File: src/rtl/zae_pkg.sv
// Shared types, codes and reset constants for the zone alarm escalation block.
package zae_pkg;

    // Zone state encoding as seen on the result channel.
    typedef enum logic [1:0] {
        ST_NORMAL  = 2'd0,
        ST_WARNING = 2'd1,
        ST_ALARM   = 2'd2,
        ST_LINKAGE = 2'd3
    } t_zone_state;

    // Reason codes in priority order; RC_INIT marks "no change since reset".
    typedef enum logic [3:0] {
        RC_CLEAR     = 4'd0,
        RC_HOLD      = 4'd1,
        RC_PERSISTED = 4'd2,
        RC_FLAME     = 4'd3,
        RC_GAS       = 4'd4,
        RC_TEMP      = 4'd5,
        RC_COMBINED  = 4'd6,
        RC_GASWARN   = 4'd7,
        RC_TEMPWARN  = 4'd8,
        RC_INIT      = 4'd9
    } t_reason_code;

    // Configuration register indexes.
    typedef enum logic [2:0] {
        CFG_GAS_WARN      = 3'd0,
        CFG_GAS_ALARM     = 3'd1,
        CFG_TEMP_WARN     = 3'd2,
        CFG_TEMP_ALARM    = 3'd3,
        CFG_WARN_PERSIST  = 3'd4,
        CFG_ALARM_PERSIST = 3'd5,
        CFG_RELAY_HOLD    = 3'd6
    } t_cfg_idx;

    localparam int CFG_ADDR_W = 3;
    localparam int CFG_DATA_W = 32;

    // Bit positions inside reason_bits.
    localparam int RB_GASWARN   = 0;
    localparam int RB_TEMPWARN  = 1;
    localparam int RB_GASALARM  = 2;
    localparam int RB_TEMPALARM = 3;
    localparam int RB_FLAME     = 4;
    localparam int RB_COMBINED  = 5;
    localparam int RB_PERSISTED = 6;
    localparam int RB_HOLD      = 7;

    // Register reset values.
    localparam logic [15:0]        RST_GAS_WARN      = 16'd300;
    localparam logic [15:0]        RST_GAS_ALARM     = 16'd600;
    localparam logic signed [11:0] RST_TEMP_WARN     = 12'sd450;
    localparam logic signed [11:0] RST_TEMP_ALARM    = 12'sd600;
    localparam logic [31:0]        RST_WARN_PERSIST  = 32'd3000;
    localparam logic [31:0]        RST_ALARM_PERSIST = 32'd5000;
    localparam logic [31:0]        RST_RELAY_HOLD    = 32'd10000;

    // Current configuration as seen by the datapath.
    typedef struct packed {
        logic [15:0] gas_warn;
        logic [15:0] gas_alarm;
        logic [11:0] temp_warn;
        logic [11:0] temp_alarm;
        logic [31:0] warn_persist;
        logic [31:0] alarm_persist;
        logic [31:0] relay_hold;
    } t_cfg;

    // Threshold flags of one sample.
    typedef struct packed {
        logic gas_warn;
        logic temp_warn;
        logic gas_alarm;
        logic temp_alarm;
        logic flame;
    } t_reason;

    // One result beat.
    typedef struct packed {
        t_zone_state  zone_state;
        t_zone_state  prior_state;
        logic         state_changed;
        logic         buzzer_on;
        logic         relay_on;
        logic [7:0]   reason_bits;
        t_reason_code reason_code;
        t_reason_code transition_code;
        logic [31:0]  alarm_start_ms;
        logic [31:0]  linkage_start_ms;
        logic [31:0]  last_change_ms;
    } t_result;

endpackage

File: src/rtl/zae_cfg_regs.sv
// Configuration register file with reset values and write decode.
module zae_cfg_regs (
    input  logic                              i_clk,
    input  logic                              i_rst_n,
    input  logic                              i_cfg_we,
    input  logic [zae_pkg::CFG_ADDR_W-1:0]    i_cfg_addr,
    input  logic [zae_pkg::CFG_DATA_W-1:0]    i_cfg_wdata,
    output zae_pkg::t_cfg                     o_cfg
);
    import zae_pkg::*;

    t_cfg r_cfg;

    // Writes to unused indexes fall through and change nothing.
    always_ff @(posedge i_clk) begin
        if (!i_rst_n) begin
            r_cfg.gas_warn      <= RST_GAS_WARN;
            r_cfg.gas_alarm     <= RST_GAS_ALARM;
            r_cfg.temp_warn     <= RST_TEMP_WARN;
            r_cfg.temp_alarm    <= RST_TEMP_ALARM;
            r_cfg.warn_persist  <= RST_WARN_PERSIST;
            r_cfg.alarm_persist <= RST_ALARM_PERSIST;
            r_cfg.relay_hold    <= RST_RELAY_HOLD;
        end else if (i_cfg_we) begin
            unique case (t_cfg_idx'(i_cfg_addr))
                CFG_GAS_WARN:      r_cfg.gas_warn      <= i_cfg_wdata[15:0];
                CFG_GAS_ALARM:     r_cfg.gas_alarm     <= i_cfg_wdata[15:0];
                CFG_TEMP_WARN:     r_cfg.temp_warn     <= i_cfg_wdata[11:0];
                CFG_TEMP_ALARM:    r_cfg.temp_alarm    <= i_cfg_wdata[11:0];
                CFG_WARN_PERSIST:  r_cfg.warn_persist  <= i_cfg_wdata;
                CFG_ALARM_PERSIST: r_cfg.alarm_persist <= i_cfg_wdata;
                CFG_RELAY_HOLD:    r_cfg.relay_hold    <= i_cfg_wdata;
                default: begin
                end
            endcase
        end
    end

    assign o_cfg = r_cfg;

endmodule

File: src/rtl/zae_classify.sv
// Threshold comparisons that turn one sensor sample into reason flags.
module zae_classify (
    input  logic [15:0]        i_gas_level,
    input  logic               i_gas_valid,
    input  logic signed [11:0] i_temperature,
    input  logic               i_temp_valid,
    input  logic               i_flame_seen,
    input  zae_pkg::t_cfg      i_cfg,
    output zae_pkg::t_reason   o_reason
);
    import zae_pkg::*;

    // A reading with its valid bit clear raises nothing.
    always_comb begin
        o_reason.gas_warn   = i_gas_valid && (i_gas_level >= i_cfg.gas_warn);
        o_reason.gas_alarm  = i_gas_valid && (i_gas_level >= i_cfg.gas_alarm);
        o_reason.temp_warn  = i_temp_valid &&
                              ($signed(i_temperature) >= $signed(i_cfg.temp_warn));
        o_reason.temp_alarm = i_temp_valid &&
                              ($signed(i_temperature) >= $signed(i_cfg.temp_alarm));
        o_reason.flame      = i_flame_seen;
    end

endmodule

File: src/rtl/zae_fsm.sv
// Escalation state machine: timers, next state, reason code and result beat.
module zae_fsm (
    input  logic               i_clk,
    input  logic               i_rst_n,
    input  logic               i_step,
    input  zae_pkg::t_reason   i_reason,
    input  logic [31:0]        i_now_ms,
    input  zae_pkg::t_cfg      i_cfg,
    output zae_pkg::t_result   o_result
);
    import zae_pkg::*;

    t_zone_state  r_state,        n_state;
    logic [31:0]  r_warn_since,   n_warn_since;
    logic [31:0]  r_alarm_since,  n_alarm_since;
    logic [31:0]  r_link_since,   n_link_since;
    logic [31:0]  r_changed_at,   n_changed_at;
    t_reason_code r_last_trans,   n_last_trans;

    logic        warn;
    logic        alarm;
    logic        hold;
    logic        persisted;
    logic        warn_due;
    logic [31:0] link_elapsed;
    logic [31:0] alarm_elapsed;
    logic [31:0] warn_elapsed;
    logic [7:0]  bits;
    t_reason_code code;

    // Condition summary and start-time arming; zero means not armed.
    always_comb begin
        warn  = i_reason.gas_warn || i_reason.temp_warn;
        alarm = i_reason.flame || i_reason.gas_alarm || i_reason.temp_alarm ||
                (i_reason.gas_warn && i_reason.temp_warn);
        n_warn_since  = !warn ? 32'd0 :
                        (r_warn_since == 32'd0) ? i_now_ms : r_warn_since;
        n_alarm_since = !alarm ? 32'd0 :
                        (r_alarm_since == 32'd0) ? i_now_ms : r_alarm_since;
        link_elapsed  = i_now_ms - r_link_since;
        alarm_elapsed = i_now_ms - n_alarm_since;
        warn_elapsed  = i_now_ms - n_warn_since;
        hold      = (r_state == ST_LINKAGE) && !alarm && (r_link_since != 32'd0) &&
                    (link_elapsed < i_cfg.relay_hold);
        persisted = alarm && (n_alarm_since != 32'd0) &&
                    (alarm_elapsed >= i_cfg.alarm_persist);
        warn_due  = warn && (n_warn_since != 32'd0) &&
                    (warn_elapsed >= i_cfg.warn_persist);
    end

    // Next state.
    always_comb begin
        priority if (hold) begin
            n_state = ST_LINKAGE;
        end else if (alarm) begin
            n_state = persisted ? ST_LINKAGE : ST_ALARM;
        end else if (warn_due) begin
            n_state = ST_WARNING;
        end else begin
            n_state = ST_NORMAL;
        end
    end

    // Reason bits and the top-priority reason code.
    always_comb begin
        bits = '0;
        bits[RB_GASWARN]   = i_reason.gas_warn;
        bits[RB_TEMPWARN]  = i_reason.temp_warn;
        bits[RB_GASALARM]  = i_reason.gas_alarm;
        bits[RB_TEMPALARM] = i_reason.temp_alarm;
        bits[RB_FLAME]     = i_reason.flame;
        bits[RB_COMBINED]  = i_reason.gas_warn && i_reason.temp_warn;
        bits[RB_PERSISTED] = persisted && !hold;
        bits[RB_HOLD]      = hold;
        priority if (bits[RB_HOLD])           code = RC_HOLD;
        else if (bits[RB_PERSISTED])          code = RC_PERSISTED;
        else if (bits[RB_FLAME])              code = RC_FLAME;
        else if (bits[RB_GASALARM])           code = RC_GAS;
        else if (bits[RB_TEMPALARM])          code = RC_TEMP;
        else if (bits[RB_COMBINED])           code = RC_COMBINED;
        else if (bits[RB_GASWARN])            code = RC_GASWARN;
        else if (bits[RB_TEMPWARN])           code = RC_TEMPWARN;
        else                                  code = RC_CLEAR;
    end

    // Timestamps that follow the state change, and the result beat.
    always_comb begin
        if ((n_state == ST_LINKAGE) && (r_state != ST_LINKAGE)) begin
            n_link_since = i_now_ms;
        end else if ((n_state != ST_LINKAGE) && !hold && !alarm) begin
            n_link_since = 32'd0;
        end else begin
            n_link_since = r_link_since;
        end
        if (n_state != r_state) begin
            n_changed_at = i_now_ms;
            n_last_trans = code;
        end else begin
            n_changed_at = r_changed_at;
            n_last_trans = r_last_trans;
        end
        o_result.zone_state       = n_state;
        o_result.prior_state      = r_state;
        o_result.state_changed    = (n_state != r_state);
        o_result.buzzer_on        = (n_state == ST_ALARM) || (n_state == ST_LINKAGE);
        o_result.relay_on         = (n_state == ST_LINKAGE);
        o_result.reason_bits      = bits;
        o_result.reason_code      = code;
        o_result.transition_code  = n_last_trans;
        o_result.alarm_start_ms   = n_alarm_since;
        o_result.linkage_start_ms = n_link_since;
        o_result.last_change_ms   = n_changed_at;
    end

    // State registers move only when a sample is processed.
    always_ff @(posedge i_clk) begin
        if (!i_rst_n) begin
            r_state       <= ST_NORMAL;
            r_warn_since  <= 32'd0;
            r_alarm_since <= 32'd0;
            r_link_since  <= 32'd0;
            r_changed_at  <= 32'd0;
            r_last_trans  <= RC_INIT;
        end else if (i_step) begin
            r_state       <= n_state;
            r_warn_since  <= n_warn_since;
            r_alarm_since <= n_alarm_since;
            r_link_since  <= n_link_since;
            r_changed_at  <= n_changed_at;
            r_last_trans  <= n_last_trans;
        end
    end

endmodule

File: src/rtl/zone_alarm_escalation_fsm_unit.sv
// Top level of the zone alarm escalation block.
// One sensor sample goes in per beat and exactly one result beat comes out for it,
// in order. A sample is registered on acceptance, evaluated against the thresholds
// and the escalation state and written to the result register; a new sample can be
// taken every cycle unless the input side stalls. The result and input registers
// form a two-stage pipeline: the input side stalls only while both stages hold data
// and the result side is stalled. Timestamps are in milliseconds modulo 2^32; a
// start time of zero means "not armed". Configuration is to be written by the user
// through the plain write port while no sample is in flight; this is not enforced.
module zone_alarm_escalation_fsm_unit (
    input  logic               i_clk,
    input  logic               i_rst_n,
    // Configuration write port.
    input  logic               i_cfg_we,
    input  logic [2:0]         i_cfg_addr,
    input  logic [31:0]        i_cfg_wdata,
    // Sample channel.
    input  logic               i_in_valid,
    output logic               o_in_stall,
    input  logic [15:0]        i_gas_level,
    input  logic               i_gas_valid,
    input  logic signed [11:0] i_temperature,
    input  logic               i_temp_valid,
    input  logic               i_flame_seen,
    input  logic [31:0]        i_now_ms,
    // Result channel.
    output logic               o_out_valid,
    input  logic               i_out_stall,
    output logic [1:0]         o_zone_state,
    output logic [1:0]         o_prior_state,
    output logic               o_state_changed,
    output logic               o_buzzer_on,
    output logic               o_relay_on,
    output logic [7:0]         o_reason_bits,
    output logic [3:0]         o_reason_code,
    output logic [3:0]         o_transition_code,
    output logic [31:0]        o_alarm_start_ms,
    output logic [31:0]        o_linkage_start_ms,
    output logic [31:0]        o_last_change_ms
);
    import zae_pkg::*;

    t_cfg    cfg;
    t_reason reason;
    t_result result;

    logic               r_in_vld;
    logic [15:0]        r_gas_level;
    logic               r_gas_valid;
    logic signed [11:0] r_temperature;
    logic               r_temp_valid;
    logic               r_flame_seen;
    logic [31:0]        r_now_ms;
    logic               r_out_vld;
    t_result            r_result;

    logic step;
    logic in_take;

    // Pipeline control: stage two loads when its register is free or being drained.
    assign step    = r_in_vld && (!r_out_vld || !i_out_stall);
    assign in_take = i_in_valid && !o_in_stall;
    assign o_in_stall = r_in_vld && !step;

    zae_cfg_regs u_cfg (
        .i_clk       (i_clk),
        .i_rst_n     (i_rst_n),
        .i_cfg_we    (i_cfg_we),
        .i_cfg_addr  (i_cfg_addr),
        .i_cfg_wdata (i_cfg_wdata),
        .o_cfg       (cfg)
    );

    // Input register valid flag.
    always_ff @(posedge i_clk) begin
        if (!i_rst_n) begin
            r_in_vld <= 1'b0;
        end else if (in_take) begin
            r_in_vld <= 1'b1;
        end else if (step) begin
            r_in_vld <= 1'b0;
        end
    end

    // Input payload register.
    always_ff @(posedge i_clk) begin
        if (in_take) begin
            r_gas_level   <= i_gas_level;
            r_gas_valid   <= i_gas_valid;
            r_temperature <= i_temperature;
            r_temp_valid  <= i_temp_valid;
            r_flame_seen  <= i_flame_seen;
            r_now_ms      <= i_now_ms;
        end
    end

    zae_classify u_classify (
        .i_gas_level   (r_gas_level),
        .i_gas_valid   (r_gas_valid),
        .i_temperature (r_temperature),
        .i_temp_valid  (r_temp_valid),
        .i_flame_seen  (r_flame_seen),
        .i_cfg         (cfg),
        .o_reason      (reason)
    );

    zae_fsm u_fsm (
        .i_clk    (i_clk),
        .i_rst_n  (i_rst_n),
        .i_step   (step),
        .i_reason (reason),
        .i_now_ms (r_now_ms),
        .i_cfg    (cfg),
        .o_result (result)
    );

    // Result register valid flag.
    always_ff @(posedge i_clk) begin
        if (!i_rst_n) begin
            r_out_vld <= 1'b0;
        end else if (step) begin
            r_out_vld <= 1'b1;
        end else if (!i_out_stall) begin
            r_out_vld <= 1'b0;
        end
    end

    // Result payload register.
    always_ff @(posedge i_clk) begin
        if (step) begin
            r_result <= result;
        end
    end

    assign o_out_valid        = r_out_vld;
    assign o_zone_state       = r_result.zone_state;
    assign o_prior_state      = r_result.prior_state;
    assign o_state_changed    = r_result.state_changed;
    assign o_buzzer_on        = r_result.buzzer_on;
    assign o_relay_on         = r_result.relay_on;
    assign o_reason_bits      = r_result.reason_bits;
    assign o_reason_code      = r_result.reason_code;
    assign o_transition_code  = r_result.transition_code;
    assign o_alarm_start_ms   = r_result.alarm_start_ms;
    assign o_linkage_start_ms = r_result.linkage_start_ms;
    assign o_last_change_ms   = r_result.last_change_ms;

endmodule

File: config.mk
export PLATFORM = sky130hd
export DESIGN_NAME = zone_alarm_escalation_fsm_unit
export DESIGN_NICKNAME = d
export VERILOG_FILES = /design/src/rtl/zae_pkg.sv /design/src/rtl/zae_cfg_regs.sv /design/src/rtl/zae_classify.sv /design/src/rtl/zae_fsm.sv /design/src/rtl/zone_alarm_escalation_fsm_unit.sv
export SDC_FILE = /design/constraint.sdc
export NUM_CORES = 1
export LEC_CHECK = 0
export ABC_CLOCK_PERIOD_IN_PS = 26300
export BUFFER_PORTS_ARGS = -buffer_cell sky130_fd_sc_hd__buf_2
export CAP_MARGIN = 20
export CORE_MARGIN = 5
export CORE_UTILIZATION = 45
export CTS_BUF_LIST = sky130_fd_sc_hd__clkbuf_8
export DETAILED_ROUTE_END_ITERATION = 12
export GPL_ROUTABILITY_DRIVEN = 0
export GPL_TIMING_DRIVEN = 0
export MAX_ROUTING_LAYER = met4
export PLACE_DENSITY = 0.61
export SKIP_CTS_REPAIR_TIMING = 1
export SLEW_MARGIN = 20
export SYNTH_ARGS = -nofsm -noshare
export SYNTH_HDL_FRONTEND = slang
export SYNTH_HIERARCHICAL = 1
export SYNTH_SLANG_ARGS = --single-unit
File: constraint.sdc
create_clock -name i_clk -period 26.3 [get_ports i_clk]
set_input_delay 2.63 -clock i_clk [delete_from_list [all_inputs] [get_ports i_clk]]
set_output_delay 2.63 -clock i_clk [all_outputs]
set_load 0.005 [all_outputs]
== Word level (Yosys, flattened, before mapping) ==
Index checks and enable logic that the tools add are counted.

* Muxes and demuxes: 24
* Equal/unequal tests: 13
* Reduce and logical (&&, ||, !) cells: 45
* Add/sub/neg operators: 3
* $lt $le $gt $ge: 7

{| class="wikitable"
|+ Operators by type and width
! kind !! number
|-
| $mux 32 || 7
|-
| $reduce_bool 32->1 || 3
|-
| $sub 32x32->32 || 3
|-
| $ge 32x32->1 || 2
|-
| $logic_not 32->1 || 2
|-
| $mux 4 || 9
|-
| $ge 16x16->1 || 2
|-
| $lt 32x32->1 || 1
|-
| $ge 12x12->1 || 2
|-
| $logic_and 1x1->1 || 19
|-
| $reduce_and 2->1 || 7
|-
| $eq 3x3->1 const B || 3
|-
| $eq 2x2->1 const B || 3
|-
| $eq 3x2->1 const B || 2
|-
| $logic_not 1->1 || 6
|-
| $logic_or 1x1->1 || 6
|-
| $mux 1 || 6
|-
| $mux 2 || 2
|-
| $ne 2x2->1 const B || 2
|-
| $eq 3x1->1 const B || 1
|-
| $logic_not 3->1 || 1
|-
| $ne 2x1->1 const B || 1
|-
| $ne 2x2->1 || 1
|-
| $reduce_bool 2->1 || 1
|}

* Output and inout port bits: 121
* Register bits: 470
* Bits of input ports: 103
* Logic and storage cells: 124

== Depth between registers and ports, before layout ==
Gate-level depths: netlist (run 1).

* Depth after elaboration: 17
* Mapped depth: 38

== Cells and area by module ==
Netlist (run 1), hierarchy kept.

{| class="wikitable"
|+ By module, submodules not included
! module !! seq. area each (sq um) !! area an instance (sq um) !! cells an instance !! times used
|-
| zae_fsm || 2682.6 || 13939.6 || 1950 || 1
|-
| zae_cfg_regs || 3042.9 || 5716.7 || 551 || 1
|-
| zone_alarm_escalation_fsm_unit || 5505.3 || 5549.1 || 190 || 1
|-
| zae_classify || 0.0 || 1422.6 || 201 || 1
|}

== Least setup slack after synthesis (run 1) ==
No wires, ideal clock.

* Path kind: input to register
* From: in i_out_stall
* To: reg u_fsm.r_changed_at[10]
* Slack: 13.213 ns
* Data required time: 26.228 ns
* Arrival time: 13.015 ns
* Stages on the path: 6
* Cell sequence: a21boi_0 > inv_2 > nor3_2 > buf_4 > buf_6 > mux2i_1

* Longest elaborated chain between the ends: 3

{| class="wikitable"
|+ Ends and longest elaborated chain
! what !! RTL line !! text
|-
| start: declaration || zone_alarm_escalation_fsm_unit.sv:28 || <nowiki>input logic i_out_stall,</nowiki>
|-
| $logic_not 1->1 || n/a ||
|-
| $logic_or 1x1->1 || zone_alarm_escalation_fsm_unit.sv:61 || <nowiki>assign step = r_in_vld && (!r_out_vld || !i_out_stall);</nowiki>
|-
| $logic_and 1x1->1 || zone_alarm_escalation_fsm_unit.sv:61 ||
|-
| end signal: assignment || zae_fsm.sv:129 || <nowiki>r_changed_at <= n_changed_at;</nowiki>
|-
| end: declaration || zae_fsm.sv:17 || <nowiki>logic [31:0] r_changed_at, n_changed_at;</nowiki>
|}

No other way between the ends.
A chain may end at the register's enable or synchronous reset.

==> impl_metrics.yaml, run 1 <==
hold_path:
  min_from: "u_fsm/r_changed_at[30]"
  min_to: "u_fsm/r_changed_at[30]"
  min_path_cells: 2
  hold_path_class: "reg -> reg"
timing:
  hold_violations: 0
  worst_pin_slew_ps: 1028
  fin_crit_sh_pct: 37.49
  finalSetupViolCount: 0
  slew_headroom_pct: 31.03
  setup_ws_ps: 16440
  finalMaxSlewViolations: 0
  clock_skew_ps: 34.81
  fin_setup_tns_ps: 0
  clock.fmax_ghz: 0.1014
  min_period_ps: 9861
  rsz0062_at_grt: "no"
drt:
  first_iter_violations: 1930
  ant_nets: 0
  viasPerCell: 5.537
  routed_wl_mm: 82.67
  num_vias: 22451
  drc: 0
  post_drt_wl_per_cell_um: 20.39
  firstDrtPassIters: 6
global_routing:
  antenna_found_initial: 4
  gr-usage-all-layers_pct: 25.53
  grt_pass1_vias: 22200
  grt_first_pass_wirelength_mm: 124.4
  overflow: 0
  grt_max_degree: 29
logic_synthesis:
  async_reset_ff_share_pct: 0
  synthTopCellsByArea: "dfxtp_1 (22%), edfxtp_1 (21%), ha_1 (12%), mux2i_1 (7.0%), nand2_1 (4.3%)"
  syn_inst: 2892
  syn_area_um2: 26630
  yosys.area.top_type: "dfxtp_1"
  synthXorXnorAreaFrac_pct: 2.631
  synth_fa_ha_area_share_pct: 11.78
  synth_nets: 3244
  synth_cell_types: 80
  synthDominantCellAreaShare_pct: 21.65
  synth_top_family_by_area: "simple AND/OR/NAND/NOR gates"
  synthSimpleGateAreaFrac_pct: 15.16
  synth-compound-area-share_pct: 14.91
  ys_ff_latch: 470
  syn_avg_cell_area_um2: 9.207
  yosysSeqAreaShare_pct: 42.18
  synthFlopType: "dfxtp_1"
  synth.mux.area_fraction_pct: 7.203
  synth-edff-count: 182
  ys_warn_count: 6
floorplanning:
  core-area_um2: 58800
  fp-row-count: 89
  die_w_um: 253.3
  start_util_pct: 45.29
  die_area_um2: 64140
  num_io_pins: 224
  die_h_um: 253.3
setup_path:
  slowest_delay_ps: 940
  r2r_cells: 28
  path_max_fanout: 10
  reg2reg_from: "r_gas_level[5]"
  timing.rr.end: "o_last_change_ms[2]"
  r2r_setup_slack_ps: 16440
  cp-start-kind: "register"
  crit_type: "reg -> reg"
  cp_data_arrival_time_ps: 10250
  crit_path_end_kind: "register"
  cp.required_ps: 26690
  cp_slowest_cell: "a221oi_1"
placed_design:
  post-place-ws_ps: 16710
  io_buffers: 219
  place_area_um2: 28930
  dp_hpwl_mm: 65.34
final_layout:
  layout_commonest_cell: "nand2_1"
  fin_area_um2: 30790
  syn2layout_area_growth_pct: 15.64
  drive_gt1_share_pct: 13.08
  finalNetCount: 3559
  layout_common_cells: "nand2_1 (306), inv_1 (303), dfxtp_1 (288), ha_1 (246), buf_2 (241)"
clock_tree:
  cts_buffer_depth: 3
  clk_latency_ps: 690
  clock_sinks: 470
  cts_buffers: 86
  htree_levels: 3
  clk_pin_slew_ps: 60
  tritoncts: "yes"
  clockRootBuffer: "clkbuf_8"
run_status:
  status: "finished clean"
run:
  maxCapViolations: 0
-- registers in the layout (all words and copies together) (netlist names), 2 cells and up --
name	flops
o_alarm_start_ms	32
o_last_change_ms	32
o_linkage_start_ms	32
o_prior_state	2
o_reason_bits	8
o_reason_code	4
o_transition_code	4
o_zone_state	2
r_gas_level	16
r_now_ms	32
r_temperature	12
u_cfg/o_cfg	152
u_fsm/r_alarm_since	32
u_fsm/r_changed_at	32
u_fsm/r_last_trans	4
u_fsm/r_link_since	32
u_fsm/r_state	2
u_fsm/r_warn_since	32
-- metal layers --
metal / up-vias / wire length, um / share of wire [%] / global-route usage [%]
li1: 10834 / - / - / -
met1: 10573 / 36090 / 44 / 32.91
met2: 887 / 37570 / 45 / 40.38
met3: 157 / 5757 / 7.0 / 4.221
met4: 0 / 3250 / 3.9 / 10.09
met5: - / 0 / 0 / -
-- kinds of logic (layout without fill, tap and decap cells) --
group                    after synthesis  in the layout
AND/OR/NAND/NOR                      854            854
AO/OA/AOI/OAI                        647            647
flip-flops                           470            470
buffers and inverters                402            789
adder cells (fa/ha/maj)              249            249
multiplexers                         190            190
XOR/XNOR                              80             80
other                                  0              3
-- per-stage QoR --
stage | hold slack, ps | instances | util, %
3_5_place_dp | 445.9 | 3892 | 49.20
2_1_floorplan | 431.3 | 2892 | -
5_1_grt | 470.6 | 4055 | 52.37
4_1_cts | 455.4 | 4052 | 52.36
6_report | 454.2 | 4055 | 52.37
3_3_place_gp | 438.8 | 3884 | 48.80
-- final cells by class --
| class | instances | area (um^2) |
|---|---|---|
| antenna | 3 | 7.507 |
| tap | 773 | 967.2 |
| sequential | 470 | 11230 |
| timing repair buffer | 227 | 1285 |
| multi-input combinational | 2020 | 13810 |
| inverter | 275 | 1032 |
| clock inverter | 58 | 454.2 |
| clock buffer | 102 | 1404 |
| fill | 5466 | 28000 |
| buffer | 127 | 599.3 |
-- worst max-delay path by stage --
stage / startpoint / to / slack, ps / depth (start not counted)
after floorplan: i_out_stall / u_fsm/r_changed_at[10] / 13210 / 6
after global placement: i_out_stall / u_fsm/r_warn_since[0] / 8470 / 7
after CTS: r_gas_level[5] / o_last_change_ms[2] / 16630 / 28
after detailed placement: r_gas_level[5] / o_last_change_ms[2] / 16710 / 28
final: r_gas_level[5] / o_last_change_ms[2] / 16440 / 28
after global routing: r_gas_level[5] / o_last_change_ms[2] / 16210 / 31
-- synth_stat cells (7+ instances only) --
cell,number
a211o_1,7
a211oi_1,19
a21boi_0,10
a21o_1,60
a21oi_1,176
a22o_1,34
a31oi_1,13
and3_1,9
and4_1,7
buf_2,22
buf_4,11
clkbuf_1,84
dfxtp_1,288
edfxtp_1,182
ha_1,246
inv_1,273
mux2i_1,186
nand2_1,306
nand2b_1,14
nand3_1,50
nand4_1,32
nor2_1,206
nor2b_1,75
nor3_1,65
nor4_1,33
o211ai_1,11
o21a_1,45
o21ai_0,192
o21ai_1,21
o21bai_1,15
o31ai_1,8
or2_2,11
or3_1,11
xnor2_1,55
xor2_1,25
-- critical path, delay by kind of cell, from the launching register on --
family / cells / cell delay [ps]
DFF: 1 / 420
AOI/OAI and AO/OA: 12 / 4180
and+or+nand+nor: 10 / 3080
adders and majority gates: 3 / 960
buffers and inverters: 3 / 880
Power of run 1 is not shown: default switching activity piles up to over one toggle a cycle in this logic, so the estimate is an artifact.
==> inputs of run 2 (changes only) <==
--- a/config.mk
+++ b/config.mk
@@ -5,7 +5,7 @@
 export SDC_FILE = /design/constraint.sdc
 export NUM_CORES = 1
 export LEC_CHECK = 0
-export ABC_CLOCK_PERIOD_IN_PS = 26300
+export ABC_CLOCK_PERIOD_IN_PS = 9010
 export BUFFER_PORTS_ARGS = -buffer_cell sky130_fd_sc_hd__buf_2
 export CAP_MARGIN = 20
 export CORE_MARGIN = 5
@@ -15,7 +15,7 @@
 export GPL_ROUTABILITY_DRIVEN = 0
 export GPL_TIMING_DRIVEN = 0
 export MAX_ROUTING_LAYER = met4
-export PLACE_DENSITY = 0.61
+export PLACE_DENSITY = 0.63
 export SKIP_CTS_REPAIR_TIMING = 1
 export SLEW_MARGIN = 20
 export SYNTH_ARGS = -nofsm -noshare
==> constraint.sdc (replaced) <==
create_clock -name i_clk -period 9.01 [get_ports i_clk]
set_input_delay 0.901 -clock i_clk [delete_from_list [all_inputs] [get_ports i_clk]]
set_output_delay 0.901 -clock i_clk [all_outputs]
set_load 0.005 [all_outputs]
==> run 2 against run 1 <==
Against the previous run: via count increased by 0.78%; flip-flop and latch count did not move; register-to-register slack got worse by 16000 ps; non-clock buffer count grew 8; worst hold slack got worse by 79 ps; highest routed layer unchanged; critical path depth rose by 2; clock skew up 17 ps; clock-buffer cell count shrank 4; sequential share of layout area is 0.062 points lower; maximum frequency is 12% higher; critical endpoint is now o_transition_code[3]; cell count hardly changed; utilization is 0.089 points higher.
==> impl_metrics.yaml, run 2 (synthesis results as in run 1) <==
final_layout:
  largest_reg_flops: 152
  fin_area_um2: 30840
  syn2layout_area_growth_pct: 15.84
  fin_cells: 4054
  final-seq-area_um2: 11230
  nFillCells: 5463
  layout_common_cells: "nand2_1 (306), inv_1 (303), dfxtp_1 (288), ha_1 (246), buf_2 (241)"
  layout_commonest_cell: "nand2_1"
  drive_gt1_share_pct: 13.63
  finalNetCount: 3565
  multi_input_area_um2: 13920
setup_path:
  cp_slowest_cell: "or4b_2"
  r2r_cells: 30
  cp.buffers_inverters: 3
  slowest_delay_ps: 660
  cp.required_ps: 9430
  crit_path_end_kind: "register"
  crit_type: "reg -> reg"
  reg2reg_from: "r_gas_level[6]"
  path_delay_family: "compound AO/OA/AOI/OAI gates"
  cp-start-kind: "register"
  path_max_fanout: 10
  r2r_setup_slack_ps: 210
  cp_data_arrival_time_ps: 9230
  cp-startpoint: "r_gas_level[6]"
  timing.rr.end: "o_transition_code[3]"
floorplanning:
  core-area_um2: 58800
  fp-row-count: 89
  num_io_pins: 224
  die_h_um: 253.3
  start_util_pct: 45.29
  die_area_um2: 64140
  die_w_um: 253.3
timing:
  clock_skew_ps: 52.25
  min_period_ps: 8804
  slew_headroom_pct: 29.99
  rsz0062_at_grt: "yes"
  fin_crit_sh_pct: 97.71
  hold_violations: 0
  clock.fmax_ghz: 0.1136
  worst_pin_slew_ps: 1043
  hold-worst-slack_ps: 375.6
  finalSetupViolCount: 0
  finalMaxSlewViolations: 0
  setup_ws_ps: 206.1
drt:
  post_drt_wl_per_cell_um: 20.35
  num_vias: 22627
  first_iter_violations: 2014
  firstDrtPassIters: 6
  routed_wl_mm: 82.52
  viasPerCell: 5.581
  drc: 0
  ant_nets: 0
global_routing:
  grt_first_pass_wirelength_mm: 123.9
  grt_pass1_vias: 22096
  grt_max_degree: 29
  gr-usage-all-layers_pct: 25.38
  antenna_found_initial: 1
  overflow: 0
run_status:
  status: "finished clean"
hold_path:
  min_to: "r_now_ms[29]"
  hold_path_class: "in -> reg"
  min_from: "i_now_ms[29]"
  min_path_cells: 1
run:
  maxCapViolations: 0
placed_design:
  dp_hpwl_mm: 64.77
  place_area_um2: 28930
  io_buffers: 219
  dp.cells: 3892
  post-place-ws_ps: -682.9
clock_tree:
  clockRootBuffer: "clkbuf_8"
  clk_latency_ps: 700
  tritoncts: "yes"
  clock_sinks: 470
  clk_pin_slew_ps: 60
  cts_buffers: 84
  cts_buffer_depth: 3
  htree_levels: 3
[run 2: cell types whose count changed in the layout (fill, tap and decap cells not counted), sizes merged]
cell / before / now
clkbuf: 186 / 182
clkinvlp: 1 / 3
buf: 270 / 278
inv: 309 / 307
diode: 3 / 1
clkinv: 17 / 15
bufinv: 6 / 5
[run 2: how the worst max path moves through the flow]
stage                                   endpoint  slack, ps  depth (start not counted)
after floorplan            u_fsm/r_changed_at[4]        960                          6
after global placement     u_fsm/r_warn_since[0]      -2210                          7
after detailed placement    o_transition_code[3]       -680                         31
after CTS                 o_linkage_start_ms[29]       -670                         29
after global routing        o_last_change_ms[14]        -20                         34
final                       o_transition_code[3]        210                         30
[run 2: area by class of cell]
class	instances	area share, %
antenna	1	0.008113
buffer	127	1.967
tap	773	3.136
clock inverter	55	1.262
multi-input combinational	2020	45.12
timing repair buffer	235	4.373
clock buffer	98	4.373
inverter	275	3.347
sequential	470	36.41
[run 2: layer usage]
metal / track usage, % / vias up / wire length, um
met1: 33.40 / 10663 / 35880
met3: 3.564 / 189 / 5796
met5: - / - / 0
li1: - / 10814 / -
met4: 9.563 / 0 / 3132
met2: 40.06 / 961 / 37710
[run 2: stage by stage]
stage	TNS, ps	utilization [%]
floorplan	0	-
global placement	-393650	48.80
detailed placement	-61290	49.20
CTS	-58770	52.16
global route	-33.61	52.46
finish	0	52.46
Power of run 2 is left out for the same reason.
==> inputs of run 3 (changes only) <==
--- a/config.mk
+++ b/config.mk
@@ -5,6 +5,7 @@
 export SDC_FILE = /design/constraint.sdc
 export NUM_CORES = 1
 export LEC_CHECK = 0
+export ABC_AREA = 1
 export ABC_CLOCK_PERIOD_IN_PS = 9010
 export BUFFER_PORTS_ARGS = -buffer_cell sky130_fd_sc_hd__buf_2
 export CAP_MARGIN = 20
==> run 3 against run 2 <==
Against the previous run: routed wire length increased by 10%; register-to-register slack improved by 480 ps; cell count up 21%; utilization shrank 0.76 points; final area is 5.3% higher; via count rose by 13%; critical path type unchanged; largest cell class unchanged; highest routed layer unchanged.
==> impl_metrics.yaml, run 3 <==
setup_path:
  crit_path_end_kind: "register"
  crit_type: "reg -> reg"
  cpMostUsedCell: "nand2_1"
  slowest_delay_ps: 520
  cp.required_ps: 9450
  cp_slowest_cell: "buf_1"
  cp_data_arrival_time_ps: 8770
  cp-start-kind: "register"
  path_max_fanout: 10
drt:
  drc: 0
  post_drt_wl_per_cell_um: 18.48
  viasPerCell: 5.221
  num_vias: 25676
  routed_wl_mm: 90.89
  firstDrtPassIters: 5
  first_iter_violations: 2478
  ant_nets: 0
pwr:
  peakVddDrop_mv: 0.09839
  leakagePower_nw: 15.42
  power.density_nw_per_um2: 189.9
  p_total_mw: 6.171
logic_synthesis:
  synth_cell_types: 56
  ys_warn_count: 6
  syn_avg_cell_area_um2: 7.713
  ys_ff_latch: 470
  synthDominantCellAreaShare_pct: 20.29
  synthFlopType: "dfxtp_1"
  yosysMostFrequentCell: "nand2_1"
  synth_nets: 4037
  synth-edff-count: 182
  synth_commonest_cells: "nand2_1 (704), inv_1 (541), nor2_1 (436)"
  yosys.area.top_type: "dfxtp_1"
  syn_inst: 3685
  synthTopCellsByArea: "dfxtp_1 (20%), edfxtp_1 (19%), ha_1 (11%), nand2_1 (9.3%), inv_1 (7.1%)"
  async_reset_ff_share_pct: 0
  yosysSeqAreaShare_pct: 39.52
  syn_area_um2: 28420
timing:
  slew_headroom_pct: 44.45
  clock.fmax_ghz: 0.1201
  finalSetupViolCount: 0
  fin_crit_sh_pct: 92.41
  hold_violations: 0
  rsz0062_at_grt: "no"
  worst_pin_slew_ps: 833.2
  clock_skew_ps: 37.40
  min_period_ps: 8326
  finalMaxSlewViolations: 0
hold_path:
  hold_path_class: "in -> reg"
floorplanning:
  die_area_um2: 68280
  start_util_pct: 45.22
  fp-row-count: 92
  core-area_um2: 62850
  die_w_um: 261.3
  num_io_pins: 224
  die_h_um: 261.3
clock_tree:
  htree_levels: 3
  clk_pin_slew_ps: 60
  cts_buffer_depth: 3
  tritoncts: "yes"
  clockRootBuffer: "clkbuf_8"
  clk_latency_ps: 690
  cts_buffers: 82
  clock_sinks: 470
run_status:
  status: "finished clean"
final_layout:
  finalNetCount: 4353
  drive_gt1_share_pct: 14.48
  layout_common_cells: "nand2_1 (704), inv_1 (567), nor2_1 (436), dfxtp_1 (288), a21oi_1 (272)"
  largest_reg_flops: 152
  final-seq-area_um2: 11230
  multi_input_area_um2: 14430
  nFillCells: 6354
  syn2layout_area_growth_pct: 14.33
  layout_commonest_cell: "nand2_1"
  fin_cells: 4918
  final_util_pct: 51.70
global_routing:
  gr-usage-all-layers_pct: 26.33
  overflow: 0
  antenna_found_initial: 3
  grt_max_degree: 44
  grt_first_pass_wirelength_mm: 135.0
  grt_pass1_vias: 23951
placed_design:
  io_buffers: 223
  dp.cells: 4760
  dp_hpwl_mm: 70.92
run:
  maxCapViolations: 0
## run 3: cell count changes in the layout (fill, tap and decap cells not counted), moves of 74 or more
cell,delta
nor2_1,+237
nand2_1,+398
nor2b_1,-74
mux2i_1,-186
a21oi_1,+96
nand3_1,+220
nand3_2,+97
inv_1,+264
## run 3: where the power goes
part	leakage (nW)	internal, mW	total (mW)	switching (mW)
combinational	10.4	0.600	1.71	1.11
sequential	4.10	2.38	2.48	0.102
clock	0.961	1.06	1.98	0.926
## run 3: stage by stage
step	setup WS (ps)	instance area, um^2	hold slack, ps	TNS [ps]
after global routing	122.4	32490	354.8	0
after global placement	-2728	30600	439.5	-452660
after CTS	246.2	32430	328.2	0
final	684.0	32490	388.3	0
after detailed placement	273.6	30770	443.6	0
after floorplan	1016	28420	428.9	0
## run 3: critical path, delay by kind of cell, from the launching register on
family	cells	cell delay, ps
AO/OA/AOI/OAI	8	1840
XOR/XNOR	1	180
adder cells (fa/ha/maj)	3	1030
buffers and inverters	6	1340
flip-flops	1	410
AND/OR/NAND/NOR	21	3260
## run 3: cell families after synthesis
group	count (synthesis)	synth area share, %
AOI/OAI and AO/OA	551	10.51
adders and majority gates	249	11.04
xor gates and xnor gates	93	2.866
DFF	470	39.52
and+or+nand+nor	1632	26.25
buffers and inverters	690	9.813
## run 3: path summary, 6_finish.rpt
| check | start | endpoint | slack [ps] | cells past startpoint |
|---|---|---|---|---|
| setup / recovery | r_gas_level[11] | o_transition_code[0] | 680 | 39 |
| hold / removal | i_now_ms[28] | r_now_ms[28] | 390 | 1 |
| setup reg to reg | r_gas_level[11] | o_transition_code[0] | 680 | 39 |
| hold reg to reg | u_cfg/o_cfg[102] | u_cfg/o_cfg[102] | 460 | 2 |
## run 3: layer usage
metal	global-route usage (%)	vias to the layer above	wire length, um
met1	34.15	11863	38790
li1	-	12701	-
met5	-	-	0
met4	8.745	0	2637
met2	42.00	960	42030
met3	4.724	152	7426
## run 3: final cells by class
type,instances,area share (%)
Multi-Input combinational cell,2525,44.40
Sequential cell,470,34.56
Inverter,551,6.373
Clock buffer,102,4.321
Timing Repair Buffer,232,4.051
Tap cell,846,3.258
Buffer,139,2.218
Clock inverter,50,0.7894
Antenna cell,3,0.02310
Power figures use the tool's default switching activity.
